File: src/hdl/cnfp_pkg.sv
// shared types and constants for the chinese numeral to fixed point core
// no dependencies
package cnfp_pkg;

    localparam int CP_W   = 21;
    localparam int SUM_W  = 11;
    localparam int FRAC_W = 7;
    localparam int AMT_W  = 14;
    localparam int MAG_W  = 17;
    localparam int VAL_W  = 18;

    localparam logic [CP_W-1:0] CP_MINUS    = 21'h08D1F;
    localparam logic [CP_W-1:0] CP_TEN      = 21'h05341;
    localparam logic [CP_W-1:0] CP_HUNDRED  = 21'h0767E;
    localparam logic [CP_W-1:0] CP_THOUSAND = 21'h05343;
    localparam logic [CP_W-1:0] CP_DOT_A    = 21'h070B9;
    localparam logic [CP_W-1:0] CP_DOT_B    = 21'h03002;
    localparam logic [CP_W-1:0] CP_ZERO_A   = 21'h096F6;
    localparam logic [CP_W-1:0] CP_ZERO_B   = 21'h03007;
    localparam logic [CP_W-1:0] CP_ONE      = 21'h04E00;
    localparam logic [CP_W-1:0] CP_TWO      = 21'h04E8C;
    localparam logic [CP_W-1:0] CP_THREE    = 21'h04E09;
    localparam logic [CP_W-1:0] CP_FOUR     = 21'h056DB;
    localparam logic [CP_W-1:0] CP_FIVE     = 21'h04E94;
    localparam logic [CP_W-1:0] CP_SIX      = 21'h0516D;
    localparam logic [CP_W-1:0] CP_SEVEN    = 21'h04E03;
    localparam logic [CP_W-1:0] CP_EIGHT    = 21'h0516B;
    localparam logic [CP_W-1:0] CP_NINE     = 21'h04E5D;

    localparam logic [SUM_W-1:0] INT_LIMIT = 11'd1000;
    localparam logic [SUM_W-1:0] SUM_SAT   = 11'd1001;

    localparam logic [1:0] MULT_NONE     = 2'd0;
    localparam logic [1:0] MULT_TEN      = 2'd1;
    localparam logic [1:0] MULT_HUNDRED  = 2'd2;
    localparam logic [1:0] MULT_THOUSAND = 2'd3;

    localparam logic [2:0] PH_SEEK  = 3'd0;
    localparam logic [2:0] PH_MINUS = 3'd1;
    localparam logic [2:0] PH_INT   = 3'd2;
    localparam logic [2:0] PH_FRAC  = 3'd3;
    localparam logic [2:0] PH_DONE  = 3'd4;

    localparam logic [1:0] ST_OK   = 2'd0;
    localparam logic [1:0] ST_NONE = 2'd1;
    localparam logic [1:0] ST_OVER = 2'd2;

    typedef struct packed {
        logic       is_digit;
        logic [3:0] digit;
        logic [1:0] mult;
        logic       is_dot;
        logic       is_minus;
    } cnfp_class_t;

    typedef struct packed {
        logic signed [VAL_W-1:0] value;
        logic [1:0]              status;
    } cnfp_result_t;

endpackage

File: src/hdl/cnfp_char_if.sv
// input channel: one code point item with its end-of-string mark
// depends on cnfp_pkg
interface cnfp_char_if;
    logic                       valid;
    logic                       ready;
    logic [cnfp_pkg::CP_W-1:0]  code_point;
    logic                       last_char;

    modport source (output valid, output code_point, output last_char, input ready);
    modport sink (input valid, input code_point, input last_char, output ready);
endinterface

File: src/hdl/cnfp_result_if.sv
// output channel: one parsed value item with its status
// depends on cnfp_pkg
interface cnfp_result_if;
    logic                               valid;
    logic                               ready;
    logic signed [cnfp_pkg::VAL_W-1:0]  value_hundredths;
    logic [1:0]                         status;

    modport source (output valid, output value_hundredths, output status, input ready);
    modport sink (input valid, input value_hundredths, input status, output ready);
endinterface

File: src/hdl/cnfp_classify.sv
// code point decoder: digit value, multiplier, dot and minus flags
// depends on cnfp_pkg
module cnfp_classify (
    input  logic [cnfp_pkg::CP_W-1:0] code_point,
    output cnfp_pkg::cnfp_class_t     cls
);

    always_comb
    begin
        cls = '0;
        unique case (code_point)
            cnfp_pkg::CP_ZERO_A, cnfp_pkg::CP_ZERO_B:
            begin
                cls.is_digit = 1'b1;
                cls.digit    = 4'd0;
            end
            cnfp_pkg::CP_ONE:
            begin
                cls.is_digit = 1'b1;
                cls.digit    = 4'd1;
            end
            cnfp_pkg::CP_TWO:
            begin
                cls.is_digit = 1'b1;
                cls.digit    = 4'd2;
            end
            cnfp_pkg::CP_THREE:
            begin
                cls.is_digit = 1'b1;
                cls.digit    = 4'd3;
            end
            cnfp_pkg::CP_FOUR:
            begin
                cls.is_digit = 1'b1;
                cls.digit    = 4'd4;
            end
            cnfp_pkg::CP_FIVE:
            begin
                cls.is_digit = 1'b1;
                cls.digit    = 4'd5;
            end
            cnfp_pkg::CP_SIX:
            begin
                cls.is_digit = 1'b1;
                cls.digit    = 4'd6;
            end
            cnfp_pkg::CP_SEVEN:
            begin
                cls.is_digit = 1'b1;
                cls.digit    = 4'd7;
            end
            cnfp_pkg::CP_EIGHT:
            begin
                cls.is_digit = 1'b1;
                cls.digit    = 4'd8;
            end
            cnfp_pkg::CP_NINE:
            begin
                cls.is_digit = 1'b1;
                cls.digit    = 4'd9;
            end
            cnfp_pkg::CP_TEN:      cls.mult = cnfp_pkg::MULT_TEN;
            cnfp_pkg::CP_HUNDRED:  cls.mult = cnfp_pkg::MULT_HUNDRED;
            cnfp_pkg::CP_THOUSAND: cls.mult = cnfp_pkg::MULT_THOUSAND;
            cnfp_pkg::CP_DOT_A, cnfp_pkg::CP_DOT_B: cls.is_dot = 1'b1;
            cnfp_pkg::CP_MINUS:    cls.is_minus = 1'b1;
            default:               cls = '0;
        endcase
    end

endmodule

File: src/hdl/cnfp_parse.sv
// parser state: phase, sign, integer sum, held digit, fraction, overflow
// updates once per stepped item and forms the result of a final item
// depends on cnfp_pkg
module cnfp_parse (
    input  logic                     clk,
    input  logic                     rst_n,
    input  logic                     step,
    input  logic                     last_char,
    input  cnfp_pkg::cnfp_class_t    cls,
    output cnfp_pkg::cnfp_result_t   result
);

    logic [2:0]                     phase_reg, phase_next;
    logic                           neg_reg, neg_next;
    logic [cnfp_pkg::SUM_W-1:0]     sum_reg, sum_next;
    logic [3:0]                     held_reg, held_next;
    logic [1:0]                     fcount_reg, fcount_next;
    logic [cnfp_pkg::FRAC_W-1:0]    frac_reg, frac_next;
    logic                           ovf_reg, ovf_next;

    logic                           numeral;
    logic                           run;
    logic                           in_frac;
    logic [3:0]                     now_digit;
    logic [cnfp_pkg::AMT_W-1:0]     mult_val;
    logic [cnfp_pkg::AMT_W-1:0]     amount;
    logic [cnfp_pkg::AMT_W-1:0]     sum_wide;
    logic [3:0]                     frac_digit;
    logic [cnfp_pkg::SUM_W-1:0]     total;
    logic [cnfp_pkg::MAG_W-1:0]     mag;
    logic [cnfp_pkg::VAL_W-1:0]     mag_ext;

    assign numeral    = cls.is_digit || (cls.mult != cnfp_pkg::MULT_NONE) || cls.is_dot;
    assign now_digit  = (held_reg == 4'd0) ? 4'd1 : held_reg;
    assign frac_digit = cls.is_digit ? cls.digit : 4'd0;

    always_comb
    begin
        unique case (cls.mult)
            cnfp_pkg::MULT_TEN:      mult_val = 14'd10;
            cnfp_pkg::MULT_HUNDRED:  mult_val = 14'd100;
            cnfp_pkg::MULT_THOUSAND: mult_val = 14'd1000;
            default:                 mult_val = 14'd0;
        endcase
    end

    assign amount   = 14'({10'd0, now_digit} * mult_val);
    assign sum_wide = {3'd0, sum_reg} + amount;

    always_comb
    begin
        phase_next  = phase_reg;
        neg_next    = neg_reg;
        sum_next    = sum_reg;
        held_next   = held_reg;
        fcount_next = fcount_reg;
        frac_next   = frac_reg;
        ovf_next    = ovf_reg;
        run         = 1'b0;
        in_frac     = 1'b0;

        unique case (phase_reg)
            cnfp_pkg::PH_SEEK, cnfp_pkg::PH_MINUS:
            begin
                if (numeral)
                begin
                    neg_next   = (phase_reg == cnfp_pkg::PH_MINUS);
                    phase_next = cnfp_pkg::PH_INT;
                    run        = 1'b1;
                end
                else
                begin
                    phase_next = cls.is_minus ? cnfp_pkg::PH_MINUS : cnfp_pkg::PH_SEEK;
                end
            end
            cnfp_pkg::PH_INT, cnfp_pkg::PH_FRAC:
            begin
                if (numeral)
                begin
                    run     = 1'b1;
                    in_frac = (phase_reg == cnfp_pkg::PH_FRAC);
                end
                else
                begin
                    phase_next = cnfp_pkg::PH_DONE;
                end
            end
            default: phase_next = cnfp_pkg::PH_DONE;
        endcase

        if (run && !in_frac)
        begin
            priority if (cls.is_digit)
            begin
                held_next = cls.digit;
            end
            else if (cls.is_dot)
            begin
                phase_next = cnfp_pkg::PH_FRAC;
            end
            else
            begin
                held_next = 4'd0;
                if (sum_wide > {3'd0, cnfp_pkg::INT_LIMIT})
                begin
                    sum_next = cnfp_pkg::SUM_SAT;
                    ovf_next = 1'b1;
                end
                else
                begin
                    sum_next = sum_wide[cnfp_pkg::SUM_W-1:0];
                end
            end
        end
        else if (run)
        begin
            unique case (fcount_reg)
                2'd0:
                begin
                    frac_next   = frac_reg + 7'({3'd0, frac_digit} * 7'd10);
                    fcount_next = 2'd1;
                end
                2'd1:
                begin
                    frac_next   = frac_reg + {3'd0, frac_digit};
                    fcount_next = 2'd2;
                end
                default: fcount_next = fcount_reg;
            endcase
        end
    end

    // result as seen after this item
    assign total   = sum_next + {7'd0, held_next};

    always_comb
    begin
        mag = '0;
        priority if (phase_next == cnfp_pkg::PH_SEEK || phase_next == cnfp_pkg::PH_MINUS)
        begin
            result.status = cnfp_pkg::ST_NONE;
        end
        else if (ovf_next || total > cnfp_pkg::INT_LIMIT)
        begin
            result.status = cnfp_pkg::ST_OVER;
        end
        else
        begin
            result.status = cnfp_pkg::ST_OK;
            mag = 17'({6'd0, total} * 17'd100) + {10'd0, frac_next};
        end
        mag_ext = {1'b0, mag};
        result.value = neg_next ? $signed(18'd0 - mag_ext) : $signed(mag_ext);
    end

    always_ff @(posedge clk or negedge rst_n)
    begin
        if (!rst_n)
        begin
            phase_reg  <= cnfp_pkg::PH_SEEK;
            neg_reg    <= 1'b0;
            sum_reg    <= '0;
            held_reg   <= '0;
            fcount_reg <= '0;
            frac_reg   <= '0;
            ovf_reg    <= 1'b0;
        end
        else if (step)
        begin
            if (last_char)
            begin
                phase_reg  <= cnfp_pkg::PH_SEEK;
                neg_reg    <= 1'b0;
                sum_reg    <= '0;
                held_reg   <= '0;
                fcount_reg <= '0;
                frac_reg   <= '0;
                ovf_reg    <= 1'b0;
            end
            else
            begin
                phase_reg  <= phase_next;
                neg_reg    <= neg_next;
                sum_reg    <= sum_next;
                held_reg   <= held_next;
                fcount_reg <= fcount_next;
                frac_reg   <= frac_next;
                ovf_reg    <= ovf_next;
            end
        end
    end

endmodule

File: src/hdl/chinese_numeral_to_fixed_point_core.sv
// Parses a stream of Unicode code points, one item per clock, and after the
// item marked last_char delivers one item with the value in hundredths and a
// status. An accepted code point enters an input register, is decoded and
// applied to the parser state when it leaves that register, and a final
// item's result lands in the output register at that same edge. Input is
// taken every cycle; it stalls only while a final item waits behind a
// result that has not yet been taken.
// depends on cnfp_pkg, cnfp_char_if, cnfp_result_if, cnfp_classify, cnfp_parse
module chinese_numeral_to_fixed_point_core (
    input  logic            clk,
    input  logic            rst_n,
    cnfp_char_if.sink       char_stream,
    cnfp_result_if.source   result
);

    logic                           s1_valid_reg;
    logic [cnfp_pkg::CP_W-1:0]      s1_cp_reg;
    logic                           s1_last_reg;
    logic                           out_valid_reg;
    cnfp_pkg::cnfp_result_t         out_reg;

    cnfp_pkg::cnfp_class_t          cls;
    cnfp_pkg::cnfp_result_t         step_result;
    logic                           out_free;
    logic                           s1_fire;
    logic                           out_load;
    logic                           in_ready;

    assign out_free = !out_valid_reg || result.ready;
    assign s1_fire  = s1_valid_reg && (!s1_last_reg || out_free);
    assign out_load = s1_fire && s1_last_reg;
    assign in_ready = !s1_valid_reg || s1_fire;

    assign char_stream.ready       = in_ready;
    assign result.valid            = out_valid_reg;
    assign result.value_hundredths = out_reg.value;
    assign result.status           = out_reg.status;

    cnfp_classify u_classify (
        .code_point (s1_cp_reg),
        .cls        (cls)
    );

    cnfp_parse u_parse (
        .clk       (clk),
        .rst_n     (rst_n),
        .step      (s1_fire),
        .last_char (s1_last_reg),
        .cls       (cls),
        .result    (step_result)
    );

    always_ff @(posedge clk or negedge rst_n)
    begin
        if (!rst_n)
        begin
            s1_valid_reg <= 1'b0;
        end
        else if (in_ready)
        begin
            s1_valid_reg <= char_stream.valid;
        end
    end

    always_ff @(posedge clk)
    begin
        if (in_ready && char_stream.valid)
        begin
            s1_cp_reg   <= char_stream.code_point;
            s1_last_reg <= char_stream.last_char;
        end
    end

    always_ff @(posedge clk or negedge rst_n)
    begin
        if (!rst_n)
        begin
            out_valid_reg <= 1'b0;
        end
        else if (out_load)
        begin
            out_valid_reg <= 1'b1;
        end
        else if (result.ready)
        begin
            out_valid_reg <= 1'b0;
        end
    end

    always_ff @(posedge clk)
    begin
        if (out_load)
        begin
            out_reg <= step_result;
        end
    end

    a_load_sets_valid: assert property (@(posedge clk) disable iff (!rst_n)
        out_load |=> out_valid_reg)
        else $error("result not presented after final item");

    a_status_code: assert property (@(posedge clk) disable iff (!rst_n)
        out_valid_reg |-> (out_reg.status == cnfp_pkg::ST_OK
                        || out_reg.status == cnfp_pkg::ST_NONE
                        || out_reg.status == cnfp_pkg::ST_OVER))
        else $error("undefined status code");

    a_zero_on_fail: assert property (@(posedge clk) disable iff (!rst_n)
        (out_valid_reg && out_reg.status != cnfp_pkg::ST_OK) |-> (out_reg.value == '0))
        else $error("nonzero value with failing status");

    a_stall_cause: assert property (@(posedge clk) disable iff (!rst_n)
        !in_ready |-> (s1_valid_reg && s1_last_reg && out_valid_reg && !result.ready))
        else $error("input stalled without a pending final item");

endmodule
File: src/flat_wrapper.sv
// flat-port wrapper written by rule: the top's interface ports become plain ports
module chinese_numeral_to_fixed_point_core_flat 
  (clk, rst_n, char_stream_valid, char_stream_code_point, char_stream_last_char, char_stream_ready, result_valid, result_value_hundredths, result_status, result_ready);
  cnfp_char_if char_stream_i ();
  cnfp_result_if result_i ();
  input  logic clk;
  input  logic rst_n;
  input wire logic [$bits(char_stream_i.valid)-1:0] char_stream_valid;
  input wire logic [$bits(char_stream_i.code_point)-1:0] char_stream_code_point;
  input wire logic [$bits(char_stream_i.last_char)-1:0] char_stream_last_char;
  output wire logic [$bits(char_stream_i.ready)-1:0] char_stream_ready;
  output wire logic [$bits(result_i.valid)-1:0] result_valid;
  output wire logic [$bits(result_i.value_hundredths)-1:0] result_value_hundredths;
  output wire logic [$bits(result_i.status)-1:0] result_status;
  input wire logic [$bits(result_i.ready)-1:0] result_ready;
  assign char_stream_i.valid = char_stream_valid;
  assign char_stream_i.code_point = char_stream_code_point;
  assign char_stream_i.last_char = char_stream_last_char;
  assign char_stream_ready = char_stream_i.ready;
  assign result_valid = result_i.valid;
  assign result_value_hundredths = result_i.value_hundredths;
  assign result_status = result_i.status;
  assign result_i.ready = result_ready;
  chinese_numeral_to_fixed_point_core u_core (.clk(clk), .rst_n(rst_n), .char_stream(char_stream_i), .result(result_i));
endmodule
File: config.mk
export PLATFORM = sky130hd
export DESIGN_NAME = chinese_numeral_to_fixed_point_core_flat
export DESIGN_NICKNAME = d
export VERILOG_FILES = /design/src/hdl/cnfp_pkg.sv /design/src/hdl/cnfp_char_if.sv /design/src/hdl/cnfp_result_if.sv /design/src/hdl/cnfp_classify.sv /design/src/hdl/cnfp_parse.sv /design/src/hdl/chinese_numeral_to_fixed_point_core.sv /design/src/flat_wrapper.sv
export SDC_FILE = /design/constraint.sdc
export NUM_CORES = 1
export LEC_CHECK = 0
export BUFFER_PORTS_ARGS = -buffer_cell sky130_fd_sc_hd__clkbuf_2
export CORE_MARGIN = 1.5
export CORE_UTILIZATION = 45
export DETAILED_ROUTE_END_ITERATION = 6
export PLACE_DENSITY = 0.71
export REMOVE_ABC_BUFFERS = 1
export SYNTH_ARGS = -nofsm -noshare
export SYNTH_HDL_FRONTEND = slang
export SYNTH_SLANG_ARGS = --single-unit
File: constraint.sdc
create_clock -name clk -period 11.6 [get_ports clk]
set_input_delay 1.16 -clock clk [delete_from_list [all_inputs] [get_ports clk]]
set_output_delay 1.16 -clock clk [all_outputs]
set_load 0.05 [all_outputs]
Word level (Yosys, flattened, before mapping). Index checks and enable logic that the tools add are counted.

Bits of input ports: 26. Output and inout port bits: 22. Logic and storage cells: 130. Flip-flop bits (word level): 73.

Equal/unequal tests: 26. $add $sub $neg: 6. Mux-type cells: 50. Multipliers: 3. Reductions and logical operators: 29. Magnitude comparators: 2.

Operators with widths (count): == test 21 x 15 -> 1 bit, second input constant (13); two-way mux 11 bit (5); two-way mux 17 bit (3); one-hot mux 5 bit (10 select lines) (1); == test 21 x 14 -> 1 bit, second input constant (2); == test 21 x 16 -> 1 bit, second input constant (2); one-hot mux 10 bit (3 select lines) (1); two-way mux 4 bit (6); two-way mux 7 bit (3); subtractor 1 x 17 -> 18 bit, first input constant (1); adder 17 x 7 -> 17 bit (1); two-way mux 1 bit (17); multiplier 11 x 5 -> 15 bit, second input constant (1); two-way mux 3 bit (5); adder 11 x 14 -> 14 bit (1); greater-than comparator 14 x 10 -> 1 bit, second input constant (1); multiplier 4 x 14 -> 14 bit (1); one-hot mux 7 bit (2 select lines) (1); adder 11 x 4 -> 11 bit (1); greater-than comparator 11 x 10 -> 1 bit, second input constant (1); two-way mux 2 bit (5); OR reduction 2 bit (4); adder 7 x 4 -> 7 bit (1); adder 7 bit (1); other kinds (19) (38).

Longest topological paths before layout.
Depth in word-level cells: 18. Mapped depth: 47. Mapped depth without buffers: 45.

By module. From an unflattened synthesis, not the netlist that was laid out.

Cells, all modules: 864. Area total of the unflattened synthesis: 7897.6 µm².

Modules (own cells, without submodules): cnfp_parse (area each 5928.2 µm², instances 1, cells each 729); chinese_numeral_to_fixed_point_core (area each 1367.6 µm², instances 1, cells each 52); cnfp_classify (area each 601.8 µm², instances 1, cells each 83).

Worst setup path before layout. No wires, ideal clock.

Path type: register -> register. Start point: register u_core.s1_cp_reg[19] (netlist bit). End point: register u_core.out_reg, in the netlist u_core.result.value_hundredths[16], data pin. Arrival: 10.575 ns. Cell stages (with the launch flop): 43. Setup time: 0.269 ns. Path slack: 0.756 ns. Path through: edfxtp_1 -> or4_1 -> nor4b_1 -> and2_0 -> clkbuf_1 -> a21oi_1 -> nor2_1 -> inv_1 -> fa_1 -> inv_1 -> fa_1 -> inv_1 -> fa_1 -> inv_1 -> ha_1 -> nor3b_1 -> o31a_1 -> a221o_1 -> [7 not listed] -> a21oi_1 -> xor2_1 -> ha_1 -> ha_1 -> inv_1 -> fa_1 -> inv_1 -> ha_1 -> nor2_1 -> a21oi_1 -> xor2_1 -> nor4b_1 -> and3_1 -> o211a_1 -> and3_1 -> or4bb_1 -> nand3_1 -> o22ai_1.

RTL lines: start: declaration (line chinese_numeral_to_fixed_point_core.sv:17) `logic [cnfp_pkg::CP_W-1:0] s1_cp_reg;`; start signal: assignment (line chinese_numeral_to_fixed_point_core.sv:69) `s1_cp_reg <= char_stream.code_point;`; end signal: assignment (line chinese_numeral_to_fixed_point_core.sv:94) `out_reg <= step_result;`; end: declaration (line chinese_numeral_to_fixed_point_core.sv:20) `cnfp_pkg::cnfp_result_t out_reg;`.

==> metrics.md <==
| Metric | Value |
|---|---|
| Status | completed |
| Grt met3 use | ~3.3% |
| Worst min path class | reg2reg |
| Max clock buf depth | 2 |
| Achievable frequency | 90.7 MHz |
| Hold Path Depth | 2 |
| Post-synthesis mux area share | a little under 2% |
| I/O Buffers | 47 |
| Compound-Gate Fraction of Synth Area | between 10% and 20% |
| Post-route ant nets | 0 |
| WL final | about 17 mm |
| WHS | 490 ps |
| Final nets | 1050 |
| Clock sink count | 73 |
| Flop2flop setup slack | 570 ps |
| Total Routing Usage GR | around 20% |
| Reg clk slew, reported paths | about 60 ps |
| Critical path arrival | roughly 11000 ps |
| Maximum level of the CTS H-tree | 3 |
| TritonRoute pass-1 iters | 5 |
| Most Used Layer, Global Route | met2 |
| Rows | 47 |
| Share of cells above drive strength 1 | 11.7% |
| Adder-Cell Fraction of Synth Area | between 20% and 30% |
| Area growth from synthesis to layout | 12.1% |
| Post-Syn Area | about 7600 µm² |
| Most frequent cells in the layout | inv_1 (99), ha_1 (88), nand2_1 (73), nor2_1 (62), clkbuf_2 (47) |
| Crit-path max FO | 9 |
| Primary FF master, synth | edfxtp_1 |
| Post-synth EDFFs | 42 |
| Final WS setup | 575 ps |
| Placed insts | approximately 1100 |
| Tmin final | between 10000 and 15000 ps |
| Critical Path RT | around 12000 ps |
| Number of fill cells | between 1000 and 1500 |
| DR vias | about 6300 |
| Vias in the first global route | roughly 6000 |
| Pwr/cell area | 72.8 nW/µm² |
| Hpwl dp | 13.2 mm |
| Initial Utilization | about 46% |
| Clock Skews | 8.15 ps |
| Antenna fix cells | 0 |
| Largest net degree at the start of global routing | 32 |
| RD Place Congestion | 0.892 |
| CTS tree | built |
| Reg-to-Reg Start | u_core.s1_cp_reg[19] |
| First-pass GRT wire length | ~29 mm |
| DRT iter0 DRCs | around 520 |
| Pre-CTS setup slack | 295 ps |
| Leakage | between 0.004 and 0.005 µW |
| Endpoints failing setup | 0 |
| Hold Vio Cnt, Final | 0 |
| Root Driver | clkbuf_16 |
| Cts bufs inserted | 9 |
| CP max-delay cell | or4_1 |
| Async S/R FF share, synth | roughly 42% |
| Post-Layout Cell Count | 1131 |
| Measured slew at the worst slew-check pin | between 1000 and 1500 ps |
| Via-to-Cell Ratio | 5.57 |
| Clk Latency, worst-skew pair | between 300 and 400 ps |
| Full die area | ~18000 µm² |
| Die Span Y | around 130 µm |
| Gr ovfl total | 0 |
| Initial antenna violation count | 0 |
| Avg Synthesized Cell Area | 8.90 µm² |
| Met1 Use GR | about 28% |
| Worst vdd ir | just under 0.0001 V |
| Drt drc | 0 |
| MaxCap Viol Count | 0 |
| Largest family of logic cells by synthesized area | adder cells |
| FF+latch count, synth | 73 |
| Synthesized instance count | around 850 |
| Post-synthesis simple-gate area fraction | 20.3% |
| Worst setup path class | reg2reg |
| Post-Synth XOR/XNOR Area | 6.81% |
| Fin crit share | between 90% and 100% |
| Commonest non-fill, non-tap cell in the layout | inv_1 |
| R2R depth | 40 |
| Hold EP | u_core.u_parse.sum_reg[9] |
| Avg WL per Cell | around 15 µm |
| Worst Hold Launch | u_core.u_parse.sum_reg[9] |
| Post-synthesis sequential area ratio | a little over a quarter |
| Die W | between 100 and 150 µm |
| Reg2reg end | u_core.result.value_hundredths[16] |
| Netlist cell types | about 70 |
| TNS Setup | 0 ps |
| Max stage delay on crit path | roughly 540 ps |
| Crit path launch type | flip-flop |
| Cts hold-fix bufs | 0 |
| Worst slew margin | a little under a quarter |
| Fin. max-slew vios | 0 |
| Fin util | roughly 51% |
| CP Capture Type | flip-flop |
| Grt met2 use | 33.4% |
| Max FFs per register | 21 |
| Syn. warnings | 0 |
| Core Region | between 15000 and 20000 µm² |
| # IOs | between 40 and 50 |
stage by stage:
step	instance area, µm²	total power [µW]
final	8500	619
after global routing	8500	639
after CTS	8430	624
after detailed placement	8130	336
after global placement	8130	336
after floorplan	7510	319
area by class of cell:
class / instances / area (µm²) / share of cell area (%)
inverter: 99 / 372 / 4.37
multi-input combinational: 661 / 5160 / 60.8
tap: 220 / 275 / 3.24
clock buffer: 9 / 225 / 2.65
sequential: 73 / 2040 / 24.0
clock inverter: 7 / 78.8 / 0.927
timing repair buffer: 62 / 348 / 4.09
worst max-delay path, delay by kind of cell (launching register included):
kind / cells / cell delay (ps)
AOI/OAI and AO/OA: 7 / 1750
xor gates and xnor gates: 4 / 890
adders and majority gates: 10 / 3690
buffers and inverters: 6 / 540
DFF: 1 / 350
and+or+nand+nor: 13 / 3520
layer usage:
metal	share of wire, %	vias to the layer above	wire length [µm]
li1	-	3142	-
met1	48	2980	8240
met2	46	165	7810
met3	4.5	16	776
met4	1.6	0	272
met5	0	-	0
worst max path at each step:
stage                               from                                  to  slack, ps  depth (start not counted)
finish              u_core.s1_cp_reg[19]  u_core.result.value_hundredths[16]        570                         40
global route        u_core.s1_cp_reg[19]  u_core.result.value_hundredths[16]        -20                         40
CTS                  u_core.s1_cp_reg[2]  u_core.result.value_hundredths[16]        210                         40
detailed placement   u_core.s1_cp_reg[2]  u_core.result.value_hundredths[16]        300                         41
global placement     u_core.s1_cp_reg[2]  u_core.result.value_hundredths[16]        460                         40
floorplan           u_core.s1_cp_reg[19]  u_core.result.value_hundredths[16]        760                         40
power by group:
part	internal [µW]	switching (µW)	total (µW)
logic	11.0	29.8	40.8
clock network	169	118	287
registers	284	7.15	291
total	464	155	619
kinds of logic (layout without fill, tap and decap cells):
group,after synthesis,count (layout)
compound gates,182,182
fa+ha+maj,118,118
mux,14,14
xor+xnor,59,59
flops,73,73
simple gates,288,288
buf+inv,118,177
synth_stat cells, types with 5 or more instances:
library cell  instances  share of area, %
o21ai_0              41               2.7
a21oi_1              44               2.9
nor2_1               62               3.1
mux2i_1               9               1.2
clkbuf_1             19              0.94
and3_1                9              0.74
nor2b_1               7              0.58
xor2_1               22               2.5
a211oi_1              8              0.79
or3_1                 8              0.66
nand4b_1              5              0.58
o21a_1                8              0.79
nor3b_1               5              0.49
a21o_1               12               1.2
or4_1                 5              0.49
nor3_1               19               1.3
nand3b_1              6              0.59
nand2b_1             13               1.1
fa_1                 30               7.9
xnor2_1              37               4.3
inv_1                99               4.9
edfxtp_1             42                17
a31oi_1              10              0.82
mux2_2                5              0.74
a22o_1                6              0.69
o22ai_1              10              0.82
nor4_1               13               1.1
o211ai_1              8              0.79
nand2_1              73               3.6
o21bai_1              8              0.79
dfrtp_1              31                10
ha_1                 88                15
and2_1               10              0.82
nand3_1              18               1.2
nand4_1               6              0.49
timing repair:
item,CTS,global route
resized for setup,0,9
setup endpoints to repair,0,5
setup buffers,0,2
No activity file was read; power rests on OpenSTA's default activity.
